`config.mk`:
```
export PLATFORM = sky130hd
export DESIGN_NAME = sexpr_token_lexer
export DESIGN_NICKNAME = d
export VERILOG_FILES = /design/src/sv/sxl_pkg.sv /design/src/sv/sexpr_token_lexer.sv
export SDC_FILE = /design/constraint.sdc
export NUM_CORES = 1
export LEC_CHECK = 0
export BUFFER_PORTS_ARGS = -buffer_cell sky130_fd_sc_hd__buf_2
export CORE_MARGIN = 3
export CORE_UTILIZATION = 45
export CTS_BUF_LIST = sky130_fd_sc_hd__clkbuf_8
export DETAILED_ROUTE_END_ITERATION = 12
export MAX_ROUTING_LAYER = met4
export PLACE_DENSITY_LB_ADDON = 0.12
export SYNTH_ARGS = -nofsm -noshare
export SYNTH_HDL_FRONTEND = slang
export SYNTH_SLANG_ARGS = --single-unit
```
`constraint.sdc`:
```
create_clock -name clk -period 4.9 [get_ports clk]
set_clock_uncertainty 0.2 [all_clocks]
set_input_delay 0.98 -clock clk [delete_from_list [all_inputs] [get_ports clk]]
set_output_delay 0.98 -clock clk [all_outputs]
set_load 0.1 [all_outputs]
```
`src/sv/sxl_pkg.sv`:
```
// Shared types, character codes and helper functions for the s-expression lexer.
// Used by sexpr_token_lexer and its port checker; no dependencies.
`default_nettype none

package sxl_pkg;

    typedef enum logic [2:0] {
        MODE_BETWEEN,
        MODE_WORD,
        MODE_STR,
        MODE_ESC,
        MODE_HEX,
        MODE_OCT
    } mode_t;

    typedef enum logic [3:0] {
        SH_START,
        SH_SIGN,
        SH_INT,
        SH_DOT,
        SH_FRAC,
        SH_EXP,
        SH_EXPSIGN,
        SH_EXPDIG,
        SH_BAD
    } shape_t;

    typedef enum logic [2:0] {
        KIND_LEFT,
        KIND_RIGHT,
        KIND_BAR,
        KIND_STRING,
        KIND_NUMBER,
        KIND_SYMBOL,
        KIND_EOI,
        KIND_ERROR
    } kind_t;

    typedef struct packed {
        logic       last;
        kind_t      kind;
        logic       token_end;
        logic       has_text;
        logic [7:0] text;
    } result_t;

    typedef struct packed {
        logic    emit;
        result_t res;
        mode_t   mode;
        logic    line_reset;
    } str_res_t;

    localparam int unsigned REG_BAR_IS_TOKEN = 0;

    localparam logic [7:0] CH_NUL    = 8'h00;
    localparam logic [7:0] CH_BEL    = 8'h07;
    localparam logic [7:0] CH_BS     = 8'h08;
    localparam logic [7:0] CH_TAB    = 8'h09;
    localparam logic [7:0] CH_LF     = 8'h0A;
    localparam logic [7:0] CH_VT     = 8'h0B;
    localparam logic [7:0] CH_FF     = 8'h0C;
    localparam logic [7:0] CH_CR     = 8'h0D;
    localparam logic [7:0] CH_SPACE  = 8'h20;
    localparam logic [7:0] CH_QUOTE  = 8'h22;
    localparam logic [7:0] CH_HASH   = 8'h23;
    localparam logic [7:0] CH_LPAREN = 8'h28;
    localparam logic [7:0] CH_RPAREN = 8'h29;
    localparam logic [7:0] CH_PLUS   = 8'h2B;
    localparam logic [7:0] CH_MINUS  = 8'h2D;
    localparam logic [7:0] CH_DOT    = 8'h2E;
    localparam logic [7:0] CH_ZERO   = 8'h30;
    localparam logic [7:0] CH_SEVEN  = 8'h37;
    localparam logic [7:0] CH_NINE   = 8'h39;
    localparam logic [7:0] CH_BSLASH = 8'h5C;
    localparam logic [7:0] CH_BAR    = 8'h7C;
    localparam logic [7:0] CH_LOW_X  = 8'h78;

    function automatic result_t make_res(input logic [7:0] text, input logic has_text,
                                         input logic token_end, input kind_t kind);
        result_t r;
        r.last      = 1'b0;
        r.kind      = kind;
        r.token_end = token_end;
        r.has_text  = has_text;
        r.text      = text;
        return r;
    endfunction

    function automatic logic is_space(input logic [7:0] c);
        return (c == CH_SPACE) || (c == CH_TAB) || (c == CH_CR) || (c == CH_LF)
            || (c == CH_NUL);
    endfunction

    function automatic logic is_digit(input logic [7:0] c);
        return (c >= CH_ZERO) && (c <= CH_NINE);
    endfunction

    function automatic logic is_octal(input logic [7:0] c);
        return (c >= CH_ZERO) && (c <= CH_SEVEN);
    endfunction

    function automatic logic is_sep(input logic [7:0] c, input logic bar);
        return is_space(c) || (c == CH_LPAREN) || (c == CH_RPAREN)
            || (bar && (c == CH_BAR));
    endfunction

    // Bit 4 flags a hex digit, bits 3:0 carry its value.
    function automatic logic [4:0] hex_digit(input logic [7:0] c);
        logic [7:0] d;
        d = 8'h00;
        if (is_digit(c)) begin
            d = c - CH_ZERO;
            return {1'b1, d[3:0]};
        end
        if ((c >= "a") && (c <= "f")) begin
            d = c - 8'h57;
            return {1'b1, d[3:0]};
        end
        if ((c >= "A") && (c <= "F")) begin
            d = c - 8'h37;
            return {1'b1, d[3:0]};
        end
        return 5'b0;
    endfunction

    // Bit 8 flags a single-letter escape, bits 7:0 carry the decoded byte.
    function automatic logic [8:0] esc_letter(input logic [7:0] c);
        logic [8:0] r;
        r = 9'b0;
        if (c == CH_QUOTE)  r = {1'b1, CH_QUOTE};
        if (c == CH_BSLASH) r = {1'b1, CH_BSLASH};
        if (c == "a")       r = {1'b1, CH_BEL};
        if (c == "b")       r = {1'b1, CH_BS};
        if (c == "f")       r = {1'b1, CH_FF};
        if (c == "n")       r = {1'b1, CH_LF};
        if (c == "r")       r = {1'b1, CH_CR};
        if (c == "t")       r = {1'b1, CH_TAB};
        if (c == "v")       r = {1'b1, CH_VT};
        return r;
    endfunction

    function automatic shape_t shape_step(input shape_t s, input logic [7:0] c);
        logic d;
        logic sg;
        logic e;
        shape_t n;
        d  = is_digit(c);
        sg = (c == CH_PLUS) || (c == CH_MINUS);
        e  = (c == "e") || (c == "E");
        n  = SH_BAD;
        unique case (s)
            SH_START:   n = sg ? SH_SIGN : d ? SH_INT : (c == CH_DOT) ? SH_DOT : SH_BAD;
            SH_SIGN:    n = d ? SH_INT : (c == CH_DOT) ? SH_DOT : SH_BAD;
            SH_INT:     n = d ? SH_INT : (c == CH_DOT) ? SH_FRAC : e ? SH_EXP : SH_BAD;
            SH_DOT:     n = d ? SH_FRAC : SH_BAD;
            SH_FRAC:    n = d ? SH_FRAC : e ? SH_EXP : SH_BAD;
            SH_EXP:     n = sg ? SH_EXPSIGN : d ? SH_EXPDIG : SH_BAD;
            SH_EXPSIGN: n = d ? SH_EXPDIG : SH_BAD;
            SH_EXPDIG:  n = d ? SH_EXPDIG : SH_BAD;
            default:    n = SH_BAD;
        endcase
        return n;
    endfunction

    function automatic kind_t word_kind(input shape_t s);
        return ((s == SH_INT) || (s == SH_FRAC) || (s == SH_EXPDIG)) ? KIND_NUMBER
                                                                     : KIND_SYMBOL;
    endfunction

    // Ordinary byte inside a string: close, start an escape, error on newline, or text.
    function automatic str_res_t str_byte(input logic [7:0] c);
        str_res_t r;
        r.emit       = 1'b1;
        r.res        = make_res(c, 1'b1, 1'b0, KIND_STRING);
        r.mode       = MODE_STR;
        r.line_reset = 1'b0;
        if (c == CH_QUOTE) begin
            r.res  = make_res(CH_NUL, 1'b0, 1'b1, KIND_STRING);
            r.mode = MODE_BETWEEN;
        end else if (c == CH_BSLASH) begin
            r.emit = 1'b0;
            r.mode = MODE_ESC;
        end else if (c == CH_LF) begin
            r.res        = make_res(CH_NUL, 1'b0, 1'b1, KIND_ERROR);
            r.mode       = MODE_BETWEEN;
            r.line_reset = 1'b1;
        end
        return r;
    endfunction

endpackage

`default_nettype wire

```
`src/sv/sexpr_token_lexer.sv`:
```
// sexpr_token_lexer: one text byte per item in, token results out.
// Latency: results of an item enter the output queue at the accepting edge and
// are shown from the next cycle on. Throughput: one item per cycle while items
// give at most one result; an item with two results is read out one at a time,
// and s_tready drops while the 4-entry result queue holds more than two.
// Reset (rst_n low, asynchronous): line start, queue empty, bar_is_token = 1.
`default_nettype none

module sexpr_token_lexer (
    input  wire         clk,
    input  wire         rst_n,
    input  wire         s_tvalid,
    output logic        s_tready,
    input  wire  [7:0]  s_tdata,   // data_byte
    input  wire         s_tlast,   // end_of_stream
    output logic        m_tvalid,
    input  wire         m_tready,
    output logic [7:0]  m_tdata,   // text_byte
    output logic        m_tlast,   // token_end
    output logic [4:0]  m_tuser,   // has_text [0], token_kind [3:1], last_of_item [4]
    input  wire         psel,
    input  wire         penable,
    input  wire         pwrite,
    input  wire  [2:0]  paddr,
    input  wire  [31:0] pwdata,
    output logic [31:0] prdata,
    output logic        pready
);
    import sxl_pkg::*;

    logic          bar_reg;
    mode_t         mode_reg, mode_next;
    logic          line_start_reg, line_start_next;
    logic          skip_reg, skip_next;
    shape_t        shape_reg, shape_next;
    logic [1:0]    esc_cnt_reg, esc_cnt_next;
    logic [8:0]    esc_val_reg, esc_val_next;

    result_t       queue_reg [4];
    logic [1:0]    wr_ptr_reg;
    logic [1:0]    rd_ptr_reg;
    logic [2:0]    count_reg;

    result_t       res_a [2];
    logic [1:0]    res_n;
    str_res_t      sb;
    logic [4:0]    hx;
    logic [8:0]    el;
    logic [8:0]    oct_val;
    logic [1:0]    oct_cnt;
    logic [7:0]    c;
    logic          accept;
    logic          pop;
    logic          cfg_wr;

    assign c      = s_tdata;
    assign accept = s_tvalid && s_tready;
    assign pop    = m_tvalid && m_tready;
    assign pready = 1'b1;
    assign cfg_wr = psel && penable && pwrite && pready
                    && (paddr[2] == 1'(REG_BAR_IS_TOKEN));

    always_comb
    begin
        prdata = 32'b0;
        if (paddr[2] == 1'(REG_BAR_IS_TOKEN))
            prdata = {31'b0, bar_reg};
    end

    // Next state and up to two results for the item on the input.
    always_comb
    begin
        mode_next       = mode_reg;
        line_start_next = line_start_reg;
        skip_next       = skip_reg;
        shape_next      = shape_reg;
        esc_cnt_next    = esc_cnt_reg;
        esc_val_next    = esc_val_reg;
        res_n           = 2'd0;
        res_a[0]        = '0;
        res_a[1]        = '0;
        sb              = str_byte(c);
        hx              = hex_digit(c);
        el              = esc_letter(c);
        oct_val         = {esc_val_reg[5:0], c[2:0]};
        oct_cnt         = esc_cnt_reg + 2'd1;

        if (s_tlast) begin
            if (mode_reg == MODE_WORD) begin
                res_a[res_n[0]] = make_res(CH_NUL, 1'b0, 1'b1, word_kind(shape_reg));
                res_n = res_n + 2'd1;
            end else if (mode_reg != MODE_BETWEEN) begin
                res_a[res_n[0]] = make_res(CH_NUL, 1'b0, 1'b1, KIND_ERROR);
                res_n = res_n + 2'd1;
            end
            res_a[res_n[0]] = make_res(CH_NUL, 1'b0, 1'b1, KIND_EOI);
            res_n = res_n + 2'd1;
            mode_next       = MODE_BETWEEN;
            line_start_next = 1'b1;
            skip_next       = 1'b0;
            shape_next      = SH_START;
            esc_cnt_next    = 2'd0;
            esc_val_next    = 9'd0;
        end else begin
            unique case (mode_reg)
                MODE_WORD:
                begin
                    if (is_sep(c, bar_reg)) begin
                        res_a[res_n[0]] = make_res(CH_NUL, 1'b0, 1'b1, word_kind(shape_reg));
                        res_n = res_n + 2'd1;
                        mode_next  = MODE_BETWEEN;
                        shape_next = SH_START;
                        // separator handled as between tokens, mid-line
                        if (c == CH_LF) begin
                            line_start_next = 1'b1;
                        end else if (c == CH_LPAREN) begin
                            res_a[res_n[0]] = make_res(c, 1'b1, 1'b1, KIND_LEFT);
                            res_n = res_n + 2'd1;
                        end else if (c == CH_RPAREN) begin
                            res_a[res_n[0]] = make_res(c, 1'b1, 1'b1, KIND_RIGHT);
                            res_n = res_n + 2'd1;
                        end else if (c == CH_BAR) begin
                            res_a[res_n[0]] = make_res(c, 1'b1, 1'b1, KIND_BAR);
                            res_n = res_n + 2'd1;
                        end
                    end else begin
                        shape_next = shape_step(shape_reg, c);
                        res_a[res_n[0]] = make_res(c, 1'b1, 1'b0, KIND_SYMBOL);
                        res_n = res_n + 2'd1;
                    end
                end
                MODE_STR:
                begin
                    mode_next    = sb.mode;
                    esc_cnt_next = 2'd0;
                    esc_val_next = 9'd0;
                    if (sb.emit) begin
                        res_a[res_n[0]] = sb.res;
                        res_n = res_n + 2'd1;
                    end
                    if (sb.line_reset) begin
                        line_start_next = 1'b1;
                        skip_next       = 1'b0;
                        shape_next      = SH_START;
                    end
                end
                MODE_ESC:
                begin
                    if (el[8]) begin
                        res_a[res_n[0]] = make_res(el[7:0], 1'b1, 1'b0, KIND_STRING);
                        res_n = res_n + 2'd1;
                        mode_next = MODE_STR;
                    end else if (c == CH_LOW_X) begin
                        mode_next    = MODE_HEX;
                        esc_cnt_next = 2'd0;
                        esc_val_next = 9'd0;
                    end else if (is_octal(c)) begin
                        mode_next    = MODE_OCT;
                        esc_cnt_next = 2'd1;
                        esc_val_next = {6'b0, c[2:0]};
                    end else begin
                        // unknown escape: keep the backslash, then treat the byte as text
                        res_a[res_n[0]] = make_res(CH_BSLASH, 1'b1, 1'b0, KIND_STRING);
                        res_n = res_n + 2'd1;
                        mode_next    = sb.mode;
                        esc_cnt_next = 2'd0;
                        esc_val_next = 9'd0;
                        if (sb.emit) begin
                            res_a[res_n[0]] = sb.res;
                            res_n = res_n + 2'd1;
                        end
                        if (sb.line_reset) begin
                            line_start_next = 1'b1;
                            skip_next       = 1'b0;
                            shape_next      = SH_START;
                        end
                    end
                end
                MODE_HEX:
                begin
                    if (hx[4]) begin
                        if (esc_cnt_reg == 2'd0) begin
                            esc_cnt_next = 2'd1;
                            esc_val_next = {5'b0, hx[3:0]};
                        end else begin
                            res_a[res_n[0]] = make_res({esc_val_reg[3:0], hx[3:0]}, 1'b1,
                                                       1'b0, KIND_STRING);
                            res_n = res_n + 2'd1;
                            mode_next    = MODE_STR;
                            esc_cnt_next = 2'd0;
                            esc_val_next = 9'd0;
                        end
                    end else begin
                        // empty hex escape yields the letter itself
                        res_a[res_n[0]] = make_res((esc_cnt_reg != 2'd0) ? esc_val_reg[7:0]
                                                                         : CH_LOW_X,
                                                   1'b1, 1'b0, KIND_STRING);
                        res_n = res_n + 2'd1;
                        mode_next    = sb.mode;
                        esc_cnt_next = 2'd0;
                        esc_val_next = 9'd0;
                        if (sb.emit) begin
                            res_a[res_n[0]] = sb.res;
                            res_n = res_n + 2'd1;
                        end
                        if (sb.line_reset) begin
                            line_start_next = 1'b1;
                            skip_next       = 1'b0;
                            shape_next      = SH_START;
                        end
                    end
                end
                MODE_OCT:
                begin
                    if (is_octal(c)) begin
                        if (oct_cnt == 2'd3) begin
                            res_a[res_n[0]] = make_res(oct_val[7:0], 1'b1, 1'b0, KIND_STRING);
                            res_n = res_n + 2'd1;
                            mode_next    = MODE_STR;
                            esc_cnt_next = 2'd0;
                            esc_val_next = 9'd0;
                        end else begin
                            esc_cnt_next = oct_cnt;
                            esc_val_next = oct_val;
                        end
                    end else begin
                        res_a[res_n[0]] = make_res(esc_val_reg[7:0], 1'b1, 1'b0, KIND_STRING);
                        res_n = res_n + 2'd1;
                        mode_next    = sb.mode;
                        esc_cnt_next = 2'd0;
                        esc_val_next = 9'd0;
                        if (sb.emit) begin
                            res_a[res_n[0]] = sb.res;
                            res_n = res_n + 2'd1;
                        end
                        if (sb.line_reset) begin
                            line_start_next = 1'b1;
                            skip_next       = 1'b0;
                            shape_next      = SH_START;
                        end
                    end
                end
                MODE_BETWEEN:
                begin
                    if (skip_reg) begin
                        // drop the rest of a comment line
                        if (c == CH_LF) begin
                            skip_next       = 1'b0;
                            line_start_next = 1'b1;
                        end
                    end else if (is_space(c)) begin
                        if (c == CH_LF)
                            line_start_next = 1'b1;
                    end else if (line_start_reg && (c == CH_HASH)) begin
                        skip_next = 1'b1;
                    end else begin
                        line_start_next = 1'b0;
                        if (c == CH_LPAREN) begin
                            res_a[res_n[0]] = make_res(c, 1'b1, 1'b1, KIND_LEFT);
                            res_n = res_n + 2'd1;
                        end else if (c == CH_RPAREN) begin
                            res_a[res_n[0]] = make_res(c, 1'b1, 1'b1, KIND_RIGHT);
                            res_n = res_n + 2'd1;
                        end else if (bar_reg && (c == CH_BAR)) begin
                            res_a[res_n[0]] = make_res(c, 1'b1, 1'b1, KIND_BAR);
                            res_n = res_n + 2'd1;
                        end else if (c == CH_QUOTE) begin
                            mode_next    = MODE_STR;
                            esc_cnt_next = 2'd0;
                            esc_val_next = 9'd0;
                        end else begin
                            mode_next  = MODE_WORD;
                            shape_next = shape_step(SH_START, c);
                            res_a[res_n[0]] = make_res(c, 1'b1, 1'b0, KIND_SYMBOL);
                            res_n = res_n + 2'd1;
                        end
                    end
                end
                default:
                begin
                    mode_next       = MODE_BETWEEN;
                    line_start_next = 1'b1;
                    skip_next       = 1'b0;
                    shape_next      = SH_START;
                    esc_cnt_next    = 2'd0;
                    esc_val_next    = 9'd0;
                end
            endcase
        end

        if (res_n == 2'd2)
            res_a[1].last = 1'b1;
        else if (res_n == 2'd1)
            res_a[0].last = 1'b1;
    end

    always_ff @(posedge clk or negedge rst_n)
    begin
        if (!rst_n) begin
            bar_reg        <= 1'b1;
            mode_reg       <= MODE_BETWEEN;
            line_start_reg <= 1'b1;
            skip_reg       <= 1'b0;
            shape_reg      <= SH_START;
            esc_cnt_reg    <= 2'd0;
            esc_val_reg    <= 9'd0;
        end else begin
            if (cfg_wr)
                bar_reg <= pwdata[0];
            if (accept) begin
                mode_reg       <= mode_next;
                line_start_reg <= line_start_next;
                skip_reg       <= skip_next;
                shape_reg      <= shape_next;
                esc_cnt_reg    <= esc_cnt_next;
                esc_val_reg    <= esc_val_next;
            end
        end
    end

    // Result queue: up to two writes per accepted item, one read per cycle while m_tready is high.
    always_ff @(posedge clk or negedge rst_n)
    begin
        if (!rst_n) begin
            wr_ptr_reg <= 2'd0;
            rd_ptr_reg <= 2'd0;
            count_reg  <= 3'd0;
        end else begin
            if (accept)
                wr_ptr_reg <= wr_ptr_reg + res_n;
            if (pop)
                rd_ptr_reg <= rd_ptr_reg + 2'd1;
            count_reg <= count_reg + (accept ? {1'b0, res_n} : 3'd0) - {2'b0, pop};
        end
    end

    always_ff @(posedge clk)
    begin
        if (accept && (res_n != 2'd0))
            queue_reg[wr_ptr_reg] <= res_a[0];
        if (accept && (res_n == 2'd2))
            queue_reg[wr_ptr_reg + 2'd1] <= res_a[1];
    end

    assign s_tready = (count_reg <= 3'd2);
    assign m_tvalid = (count_reg != 3'd0);
    assign m_tdata  = queue_reg[rd_ptr_reg].text;
    assign m_tlast  = queue_reg[rd_ptr_reg].token_end;
    assign m_tuser  = {queue_reg[rd_ptr_reg].last, queue_reg[rd_ptr_reg].kind,
                       queue_reg[rd_ptr_reg].has_text};

endmodule

`default_nettype wire

```
* Word level (Yosys, flattened, before mapping)
Memory sizes are Yosys's and may differ from the RTL's. Cells that the tools add are included. Widths: inputs -> output; s select.
Word-level totals: register bits after elaboration 27, bits in writable memories 56, input port bits 51, output and inout port bits 49, word-level logic and storage cells 325, memories kept 1
Operators by class: $add $sub $neg 10, magnitude comparators 10, equality and inequality tests 54, muxes and demuxes 196, bitwise operators 5, reduce and logical (&&, ||, !) cells 39
Memory list:
- queue_reg | depth 4, bits a word 14, rd ports 1, clocked after Yosys merged registers in 0, write ports 2, line sexpr_token_lexer.sv:39 | result_t queue_reg [4];
Operator list (count):
- $mux 13 | 10
- $mux 12 | 9
- $mux 4 | 26
- $mux 14 | 7
- $eq 8x7->1 const B | 12
- $mux 8 | 12
- $pmux 14 s6 | 1
- $mux 9 | 9
- $eq 8x6->1 const B | 8
- $pmux 14 s4 | 1
- $mux 1 | 55
- $mux 2 | 27
- $mux 3 | 18
- $mux 26 | 2
- $pmux 8 s5 | 1
- $mux 17 | 2
- $ne 3x3->1 const B | 11
- $mux 5 | 6
- $mux 28 | 1
- $pmux 4 s7 | 1
- $eq 8x4->1 const B | 3
- $pmux 4 s6 | 1
- $and 22x22->22 | 1
- $not 22->22 | 1
- other kinds (47) | 89

* Logic depth before layout (Yosys ltp)
Gate-level depths: netlist (run 1).
word-level depth 17, gate-level depth with buffers 19, gate-level depth less buffers 15

* Worst setup path before layout (run 1)
No wires, ideal clock.
kind input to register, start point input s_tdata[1], end point memory queue_reg[3][0] (netlist name) (enable), data arrival time 4.076 ns, data required time 4.296 ns, path slack 0.220 ns, stages on the path 12, cells stage by stage clkbuf_1 inv_1 ha_1 clkbuf_1 o21bai_1 a21oi_4 a21oi_4 o21ai_0 a2bb2oi_1 a41o_1 buf_2 o21ai_0
RTL lines:
- from (decl) | line sexpr_token_lexer.sv:14 | input wire [7:0] s_tdata,
- to (decl) | line sexpr_token_lexer.sv:39

* Worst setup path in the final report (run 1)
start point input s_tdata[0], end point register count_reg[2]
Between the ends: longest elaborated chain between the ends 16
RTL lines:
- $eq 8x6->1 | line sxl_pkg.sv:131, sxl_pkg.sv:178, sexpr_token_lexer.sv:267
- $mux 9 | line sxl_pkg.sv:131 | if (c == CH_QUOTE) r = {1'b1, CH_QUOTE};
- $mux 9 | line sxl_pkg.sv:132 | if (c == CH_BSLASH) r = {1'b1, CH_BSLASH};
- $mux 9 | line sxl_pkg.sv:133 | if (c == "a") r = {1'b1, CH_BEL};
- $mux 9 | line sxl_pkg.sv:134 | if (c == "b") r = {1'b1, CH_BS};
- $mux 9 | line sxl_pkg.sv:135 | if (c == "f") r = {1'b1, CH_FF};
- $mux 9 | line sxl_pkg.sv:136 | if (c == "n") r = {1'b1, CH_LF};
- $mux 9 | line sxl_pkg.sv:137 | if (c == "r") r = {1'b1, CH_CR};
- $mux 9 | line sxl_pkg.sv:138 | if (c == "t") r = {1'b1, CH_TAB};
- $mux 9 | line sxl_pkg.sv:139 | if (c == "v") r = {1'b1, CH_VT};
- $mux 2 | line sexpr_token_lexer.sv:149 | if (el[8]) begin
- $pmux 2 s6 * | line sexpr_token_lexer.sv:105 | unique case (mode_reg)
- $mux 2 * | line sexpr_token_lexer.sv:88 | if (s_tlast) begin
- $mux 2 * | line sexpr_token_lexer.sv:333 | count_reg <= count_reg + (accept ? {1'b0, res_n} : 3'd0) - {2'b0, pop};
- $add 3x2->3 * | line sexpr_token_lexer.sv:333
- $sub 3x1->3 * | line sexpr_token_lexer.sv:333
- to (signal assigned) | line sexpr_token_lexer.sv:333
- to (decl) | line sexpr_token_lexer.sv:42 | logic [2:0] count_reg;
Every way passes the cells marked *; elsewhere a longest branch is shown, timed or not. The select of a mux whose other input is x is not followed. A chain may end at the register's enable or synchronous reset.

==> qor.yml, run 1 <==
cts_root_buf: "clkbuf_8"
clk_pin_slew_ns: 0.09
firstDrtPassIters: 5
ys_seq_area_share_pct: 34.5
grt_overflow_total: 0
clock-sinks: 83
initialDrtViolationCount: 608
ir_drop_uv: 262
syn_to_final_growth_pct: 5.79
antenna_found_initial: 0
ys_seq_elements: 83
cts_hold_buf: 0
pin_count: 100
core_area_sq_mm: 0.0147
insertion_delay_ns: 0.36
die_h_microns: 129
status: "finished, final reports clean"
postCtsSetupBuffers: 0
grt-busiest-layer: "met2"
initial_utilization_pct: 46.5
finalCritPeriodShare_pct: 86.9
dp.cells: 898
cts_tree: "built"
min_period_ns: 4.26
port_buffers: 34
postCtsResizedCells: 0
relSlewSlack_pct: 33.0
power_density_mw_per_mm2: 499
fin_cells: 914
startpoint_type: "input port"
num_antenna_cells: 0
holdWs_ns: 0.306
hold_violations: 0
yosysWarnings: 0
rows: 44
regArea_sq_mm: 0.00236
ant_nets: 0
arrival_ns: 4.35
cts_made_buffers: 9
required_ns: 4.99
viasPerCell: 6.31
power.leakage_uw: 0.00293
synth_ff_type: "edfxtp_1"
grt_first_pass_wirelength_microns: 29400
vias: 5768
die-width_microns: 129
setup_viol: 0
crit_fanout: 12
netlist-cell-type-count: 101
worstMarginPinSlew_ns: 1.01
wl_microns: 18800
post_drt_wl_per_cell_microns: 20.6
async_flop_share_pct: 32.5
maxCapViolCount: 0
htreeDepth: 3
place_ws_ns: 0.306
final_nets: 789
use_met2_pct: 36.7
hold_class: "reg -> reg"
avgSynthCellArea_sq_um: 9.68
path_class: "in -> reg"
grt_pass1_vias: 5351
multi_input_area_sq_mm: 0.00401
fillerInstances: 1402
dieArea_sq_mm: 0.0167
met3_usage_pct: 4.00
drive_above_1_share_pct: 18.4
fin_ws_ns: 0.643
fmax_mhz: 235
final_common_cell: "nand2_1"
rsz0062_at_grt: "false"
drc: 0
fin_setup_tns_ns: 0
mostFrequentLayoutCells: "nand2_1 (58), edfxtp_1 (56), mux2i_1 (54)"
hpwl_microns: 13600
ctsLongestPathBuffers: 2
routabilityCongestion: 0.947
largest_reg_flops: 56
final_max_slew_viol_count: 0
end_kind: "flip-flop"
track_usage_pct: 23.2
grt_start_max_net_pins: 28
synth_edf_count: 56
post-route-util_pct: 49.2
syn_inst: 706
synthesis.area_sq_mm: 0.00683
use_met1_pct: 31.1
[cell families after synthesis]
logic type                 Yosys count  share of synthesized area [%]
muxes                               77                           14.0
adders and majority gates           13                           2.49
AOI/OAI and AO/OA                  191                           20.2
other                                2                          0.110
buffers and inverters              101                           8.46
xor gates and xnor gates             8                           1.03
and+or+nand+nor                    231                           19.1
DFF                                 83                           34.5
[where the power goes]
part	total, uW	internal, uW	switching [uW]
clock	481	230	251
sequential	1120	926	193
combinational	2000	568	1440
total	3600	1720	1880
[critical path, cell delays in order]
cell	delay (ns)
buf_2	0.24
inv_1	0.13
ha_1	0.33
nand2_1	0.14
o2111ai_1	0.25
a21oi_4	0.25
o21ai_0	0.17
a2bb2oi_1	0.20
a41o_1	0.29
or2_1	0.22
ha_1	0.27
inv_1	0.03
ha_1	0.18
fa_1	0.38
xnor2_1	0.17
xnor2_1	0.13
[area by class of cell]
type,count,share of cell area [%]
Multi-Input combinational cell,552,55.5
Clock buffer,9,1.71
Clock inverter,7,0.866
Inverter,19,0.987
Timing Repair Buffer,60,5.06
Tap cell,184,3.19
Sequential cell,83,32.7
[cells in the mapped netlist (all sizes together), types with 5 or more instances]
cell    number  area [sq um]
o22ai        9          56.3
nand2b       8          50.1
nand4        9          77.6
and2        11          71.3
and3         5          31.3
edfxtp      56          1680
a21o         5          38.8
a22oi       12          95.1
a41o         6          60.1
buf         57           413
nor2        36           140
nand2       58           218
nand3       38           233
a21oi       37           208
a31oi       10          62.6
inv         18          67.6
or2          5          31.3
nor3        18          95.1
a32oi        5          51.3
ha          12           150
mux4        14           315
a211oi       7          52.6
o21ai       46           241
o31ai        7          71.3
nor2b       13          81.3
clkbuf      25          93.8
dfrtp       25           626
mux2i       54           541
mux2         9           101
[final timing paths]
kind	depth (start not counted)	endpoint	slack (ns)	start
worst max register to register	13	count_reg[2]	1.08	mode_reg[0]
max in group asynchronous	1	esc_val_reg[6]	3.62	rst_n
worst min-delay path	1	count_reg[2]	0.31	count_reg[2]
worst min register to register	1	count_reg[2]	0.31	count_reg[2]
min in group asynchronous	1	esc_val_reg[5]	0.45	rst_n
worst max-delay path	16	count_reg[2]	0.64	s_tdata[0]
[routing by layer]
| layer | part of all wire (%) | up-vias |
|---|---|---|
| li1 | - | 2675 |
| met1 | 44 | 2807 |
| met2 | 48 | 254 |
| met3 | 6.4 | 32 |
| met4 | 2.0 | 0 |
| met5 | 0 | - |
[through the flow]
stage,cell area (sq um),power (uW)
after floorplan,6940,2780
after global placement,7040,3100
after detailed placement,7040,3130
after CTS,7230,3620
after global routing,7230,3800
final,7230,3600
Note: power is estimated with default switching activity, not from simulation.
==> run 2, diff against run 1 <==
- ABC_AREA: not set -> 0
- CORE_MARGIN: 3 -> not set
==> run 2 against run 1 <==
  * The flow now finishes with violations (design-rule violations)
  * Worst hold slack better by 0.014 ns
  * Largest cell class unchanged
  * Wire length grew 2.1%
  * Die area fell by 6.1%
  * Core utilization shrank 0.068 points
  * Total power decreased by 0.69%
  * Maximum frequency decreased by 1.5%
  * Via count increased by 0.14%
  * Sequential share of layout area is essentially flat
  * Count of clock-buffer cells in the layout did not move
  * Sequential power is essentially flat
  * Clock power shrank 8.1%
==> qor.yml, run 2 (synthesis results as in run 1) <==
required_ns: 4.99
cts_made_buffers: 9
fin_cells: 915
setup_viol: 0
min_period_ns: 4.32
grt_pass1_vias: 5646
largest_reg_flops: 56
r2r-start: "mode_reg[2]"
pin_count: 100
rsz0062_at_grt: "false"
end_kind: "flip-flop"
grt_overflow_total: 0
startpoint: "s_tdata[0]"
final_max_slew_viol_count: 0
power.total_uw: 3580
holdWs_ns: 0.320
drc: 2
final_common_cell: "nand2_1"
ctsLongestPathBuffers: 2
reg2reg_slack_ns: 1.01
vias: 5776
grt_first_pass_wirelength_microns: 30300
cts_root_buf: "clkbuf_8"
viasPerCell: 6.31
cts_tree: "built"
power_density_mw_per_mm2: 496
hold_path_depth: 1
power.leakage_uw: 0.00291
die_h_microns: 125
grt_start_max_net_pins: 29
htreeDepth: 3
startpoint_type: "input port"
hold_violations: 0
rows: 44
r2r_cells: 11
fmax_mhz: 231
syn_to_final_growth_pct: 5.64
postCtsResizedCells: 0
status: "finished, violations left"
violations: "design-rule violations"
relSlewSlack_pct: 33.6
hold_class: "reg -> reg"
clk_pin_slew_ns: 0.09
ir_drop_uv: 260
initial_utilization_pct: 46.5
drive_above_1_share_pct: 18.7
core_area_sq_mm: 0.0147
maxCapViolCount: 0
dieArea_sq_mm: 0.0157
num_antenna_cells: 0
ant_nets: 0
die-width_microns: 125
final_nets: 790
firstDrtPassIters: 11
min_from: "count_reg[2]"
finalCritPeriodShare_pct: 88.2
clock-sinks: 83
dp.cells: 899
placed_area_sq_mm: 0.00705
hold_end: "count_reg[2]"
final_cell_area_sq_mm: 0.00722
track_usage_pct: 25.7
fin_setup_tns_ns: 0
crit_fanout: 12
fillerInstances: 1388
mostFrequentLayoutCells: "nand2_1 (58), edfxtp_1 (56), mux2i_1 (54)"
cts_hold_buf: 0
path_class: "in -> reg"
initialDrtViolationCount: 567
arrival_ns: 4.42
insertion_delay_ns: 0.37
port_buffers: 34
worstReg2RegEnd: "count_reg[2]"
post_drt_wl_per_cell_microns: 21.0
routabilityCongestion: 0.978
hpwl_microns: 14000
wl_microns: 19200
worstMarginPinSlew_ns: 0.993
postCtsSetupBuffers: 0
antenna_found_initial: 0
run 2: cell types whose count changed in the layout (fill, tap and decap cells not counted):
cell and delta:
buf_4 +1, bufinv_16 -1, clkinv_2 +1, clkinv_4 -1, clkinvlp_4 +2, inv_1 -2
inv_6 +1
run 2: layer usage:
layer	global-route usage, %	share of wire [%]	vias up
met1	32.7	45	2847
met2	41.4	47	207
li1	-	-	2676
met3	3.29	4.1	46
met5	-	0	-
met4	10.4	3.7	0
run 2: through the flow:
step / setup slack [ns] / util [%]
6_report: 0.576 / 49.1
5_1_grt: 0.396 / 49.1
4_1_cts: 0.625 / 49.1
3_5_place_dp: 0.236 / 47.9
3_3_place_gp: 0.310 / 47.9
2_1_floorplan: 0.220 / -
run 2: cell type report:
| type | instances | area [sq um] | area share [%] |
|---|---|---|---|
| inverter | 19 | 71.3 | 0.988 |
| clock buffer | 9 | 124 | 1.72 |
| sequential | 83 | 2360 | 32.7 |
| multi-input combinational | 552 | 4010 | 55.6 |
| timing repair buffer | 61 | 373 | 5.17 |
| clock inverter | 7 | 45.0 | 0.624 |
| tap | 184 | 230 | 3.19 |
run 2: where the power goes:
group / internal (uW) / total, uW / leakage [uW] / switching [uW]
logic: 570 / 2020 / 0.00197 / 1450
clock network: 182 / 442 / 0.0000828 / 260
registers: 925 / 1120 / 0.000857 / 195
total: 1680 / 3580 / 0.00291 / 1900
run 2: worst max path at each step:
stage / to / slack [ns] / depth (start not counted)
final: count_reg[2] / 0.58 / 16
after global routing: count_reg[2] / 0.40 / 15
after CTS: count_reg[2] / 0.63 / 16
after detailed placement: count_reg[2] / 0.24 / 15
after global placement: count_reg[2] / 0.31 / 15
after floorplan: queue_reg[3][0] / 0.22 / 12
run 2: critical path, cell delays in order:
cell and delay, ns:
buf_2 0.24, inv_1 0.14, ha_1 0.34, nand2_1 0.14, o2111ai_1 0.25, a21oi_4 0.25
o21ai_0 0.16, a2bb2oi_1 0.20, a41o_1 0.29, or2_1 0.22, ha_1 0.27, inv_1 0.04
ha_1 0.19, fa_1 0.39, xnor2_1 0.18, xnor2_1 0.13
==> run 3, diff against run 2 <==
- clock period: 4.9 -> 3.6 ns (I/O delays scaled with it)
==> run 3 against run 2 <==
  * The flow still finishes with violations (design-rule violations)
  * Combinational power is 55% higher
  * Via count is 5.3% higher
  * Design area is 13% higher
  * Global-route usage is 2.1 points higher
  * Setup slack worse by 0.50 ns
  * Clock power is 66% higher
  * Sequential power is 29% higher
  * Sequential cell count stayed put
  * Register-to-register slack worse by 0.80 ns
  * Core utilization is 6.3 points higher
  * Count of clock-buffer cells in the layout stayed put
  * Final cell count is 11% higher
  * Critical endpoint unchanged
  * Largest cell class unchanged
  * Highest routed layer unchanged
==> qor.yml, run 3 (synthesis results as in run 1) <==
cts_made_buffers: 9
fillerInstances: 1301
startpoint_type: "input port"
required_ns: 3.67
setup_viol: 0
cts_tree: "built"
holdWs_ns: 0.178
ir_drop_uv: 410
core_area_sq_mm: 0.0147
initial_utilization_pct: 46.5
status: "finished, violations left"
violations: "design-rule violations"
drive_above_1_share_pct: 31.6
clk_pin_slew_ns: 0.10
grt_overflow_total: 0
hpwl_microns: 15600
final_max_slew_viol_count: 0
met3_usage_pct: 3.34
mostFrequentLayoutCells: "buf_4 (129), nand2_1 (58), edfxtp_1 (56)"
finalCritPeriodShare_pct: 98.0
post_drt_wl_per_cell_microns: 20.3
dieArea_sq_mm: 0.0157
arrival_ns: 3.60
fmax_mhz: 283
hold_class: "in -> async"
power.leakage_uw: 0.00343
drc: 2
ctsLongestPathBuffers: 2
num_antenna_cells: 0
antenna_found_initial: 0
wl_microns: 20600
crit_fanout: 6
htreeDepth: 3
syn_to_final_growth_pct: 19.3
worstMarginPinSlew_ns: 0.731
grt_start_max_net_pins: 28
rsz0062_at_grt: "true"
use_met2_pct: 46.2
path_class: "in -> reg"
insertion_delay_ns: 0.39
port_buffers: 34
rows: 44
final_common_cell: "buf_4"
grt_first_pass_wirelength_microns: 32400
vias: 6082
min_period_ns: 3.53
cts_hold_buf: 0
largest_reg_flops: 56
dp.cells: 1001
grt-busiest-layer: "met2"
firstDrtPassIters: 11
use_met1_pct: 34.3
grt_pass1_vias: 6006
cts_root_buf: "clkbuf_8"
r2r_cells: 11
relSlewSlack_pct: 51.3
endpoint: "count_reg[2]"
maxCapViolCount: 0
viasPerCell: 5.98
end_kind: "flip-flop"
die_h_microns: 125
r2r-start: "mode_reg[2]"
ant_nets: 0
clock-sinks: 83
routabilityCongestion: 0.933
initialDrtViolationCount: 615
power_density_mw_per_mm2: 651
fin_cells: 1017
final_nets: 892
reg2reg_slack_ns: 0.21
worstReg2RegEnd: "count_reg[2]"
hold_violations: 0
die-width_microns: 125
power.total_uw: 5310
track_usage_pct: 27.8
startpoint: "s_tdata[0]"
pin_count: 100
run 3: cell types whose count changed in the layout (fill, tap and decap cells not counted), moves of 3 or more:
cell / previous run / this run
buf_4: 27 / 129
clkinv_4: 0 / 3
ha_1: 12 / 6
ha_2: 0 / 4
inv_1: 19 / 15
run 3: routing by layer:
metal / part of all wire (%) / routed length (microns) / vias to the layer above
met5: 0 / 0 / -
met4: 3.4 / 692 / 0
met3: 4.3 / 887 / 42
met2: 49 / 10000 / 231
met1: 44 / 9020 / 2931
li1: - / - / 2878
run 3: final cells by class:
class	count	area, sq um	share of cell area (%)
clock inverters	7	88.8	1.09
flip-flops and latches	83	2360	29.0
clock buffers	9	124	1.52
well taps	184	230	2.83
multi-input cells	552	4120	50.6
inverters	19	81.3	0.998
repair buffers	163	1140	14.0
run 3: power by group:
part	switching, uW	leakage [uW]	internal [uW]	total [uW]
clock network	402	0.000103	332	734
logic	2140	0.00247	994	3130
registers	182	0.000857	1260	1440
run 3: worst min path at each step:
stage	startpoint	end	slack [ns]	cells after the start
detailed placement	count_reg[2]	count_reg[2]	0.31	1
finish	rst_n	shape_reg[1]	0.18	1
global placement	count_reg[2]	count_reg[2]	0.29	1
global route	rst_n	shape_reg[1]	0.22	1
CTS	rst_n	shape_reg[1]	0.18	1
floorplan	rst_n	count_reg[0]	0.22	0
run 3: critical path: stages:
cell and delay (ns):
buf_2 0.14, inv_4 0.08, ha_2 0.24, mux2i_1 0.08, and4bb_2 0.32, and4b_4 0.21
nor2_2 0.12, a21oi_2 0.05, a41o_1 0.24, or2_1 0.25, ha_1 0.28, inv_1 0.04
ha_2 0.17, fa_2 0.37, xnor2_2 0.15, xnor2_1 0.12
run 3: metrics by stage:
stage          setup TNS, ns  area, sq um  util, %  setup slack (ns)
2_1_floorplan          -5.73         7110        -            -0.365
3_3_place_gp          -0.898         7920     53.9            -0.354
3_5_place_dp           -1.19         7920     53.9            -0.414
4_1_cts                    0         8140     55.4            0.0787
5_1_grt              -0.0310         8150     55.4           -0.0310
6_report                   0         8150     55.4            0.0724
run 3: what timing repair did:
item | in CTS | in global routing
gates resized for setup | 1 | 4
setup buffers | 0 | 0
setup endpoints to repair | 1 | 2
pin swaps | 0 | 0
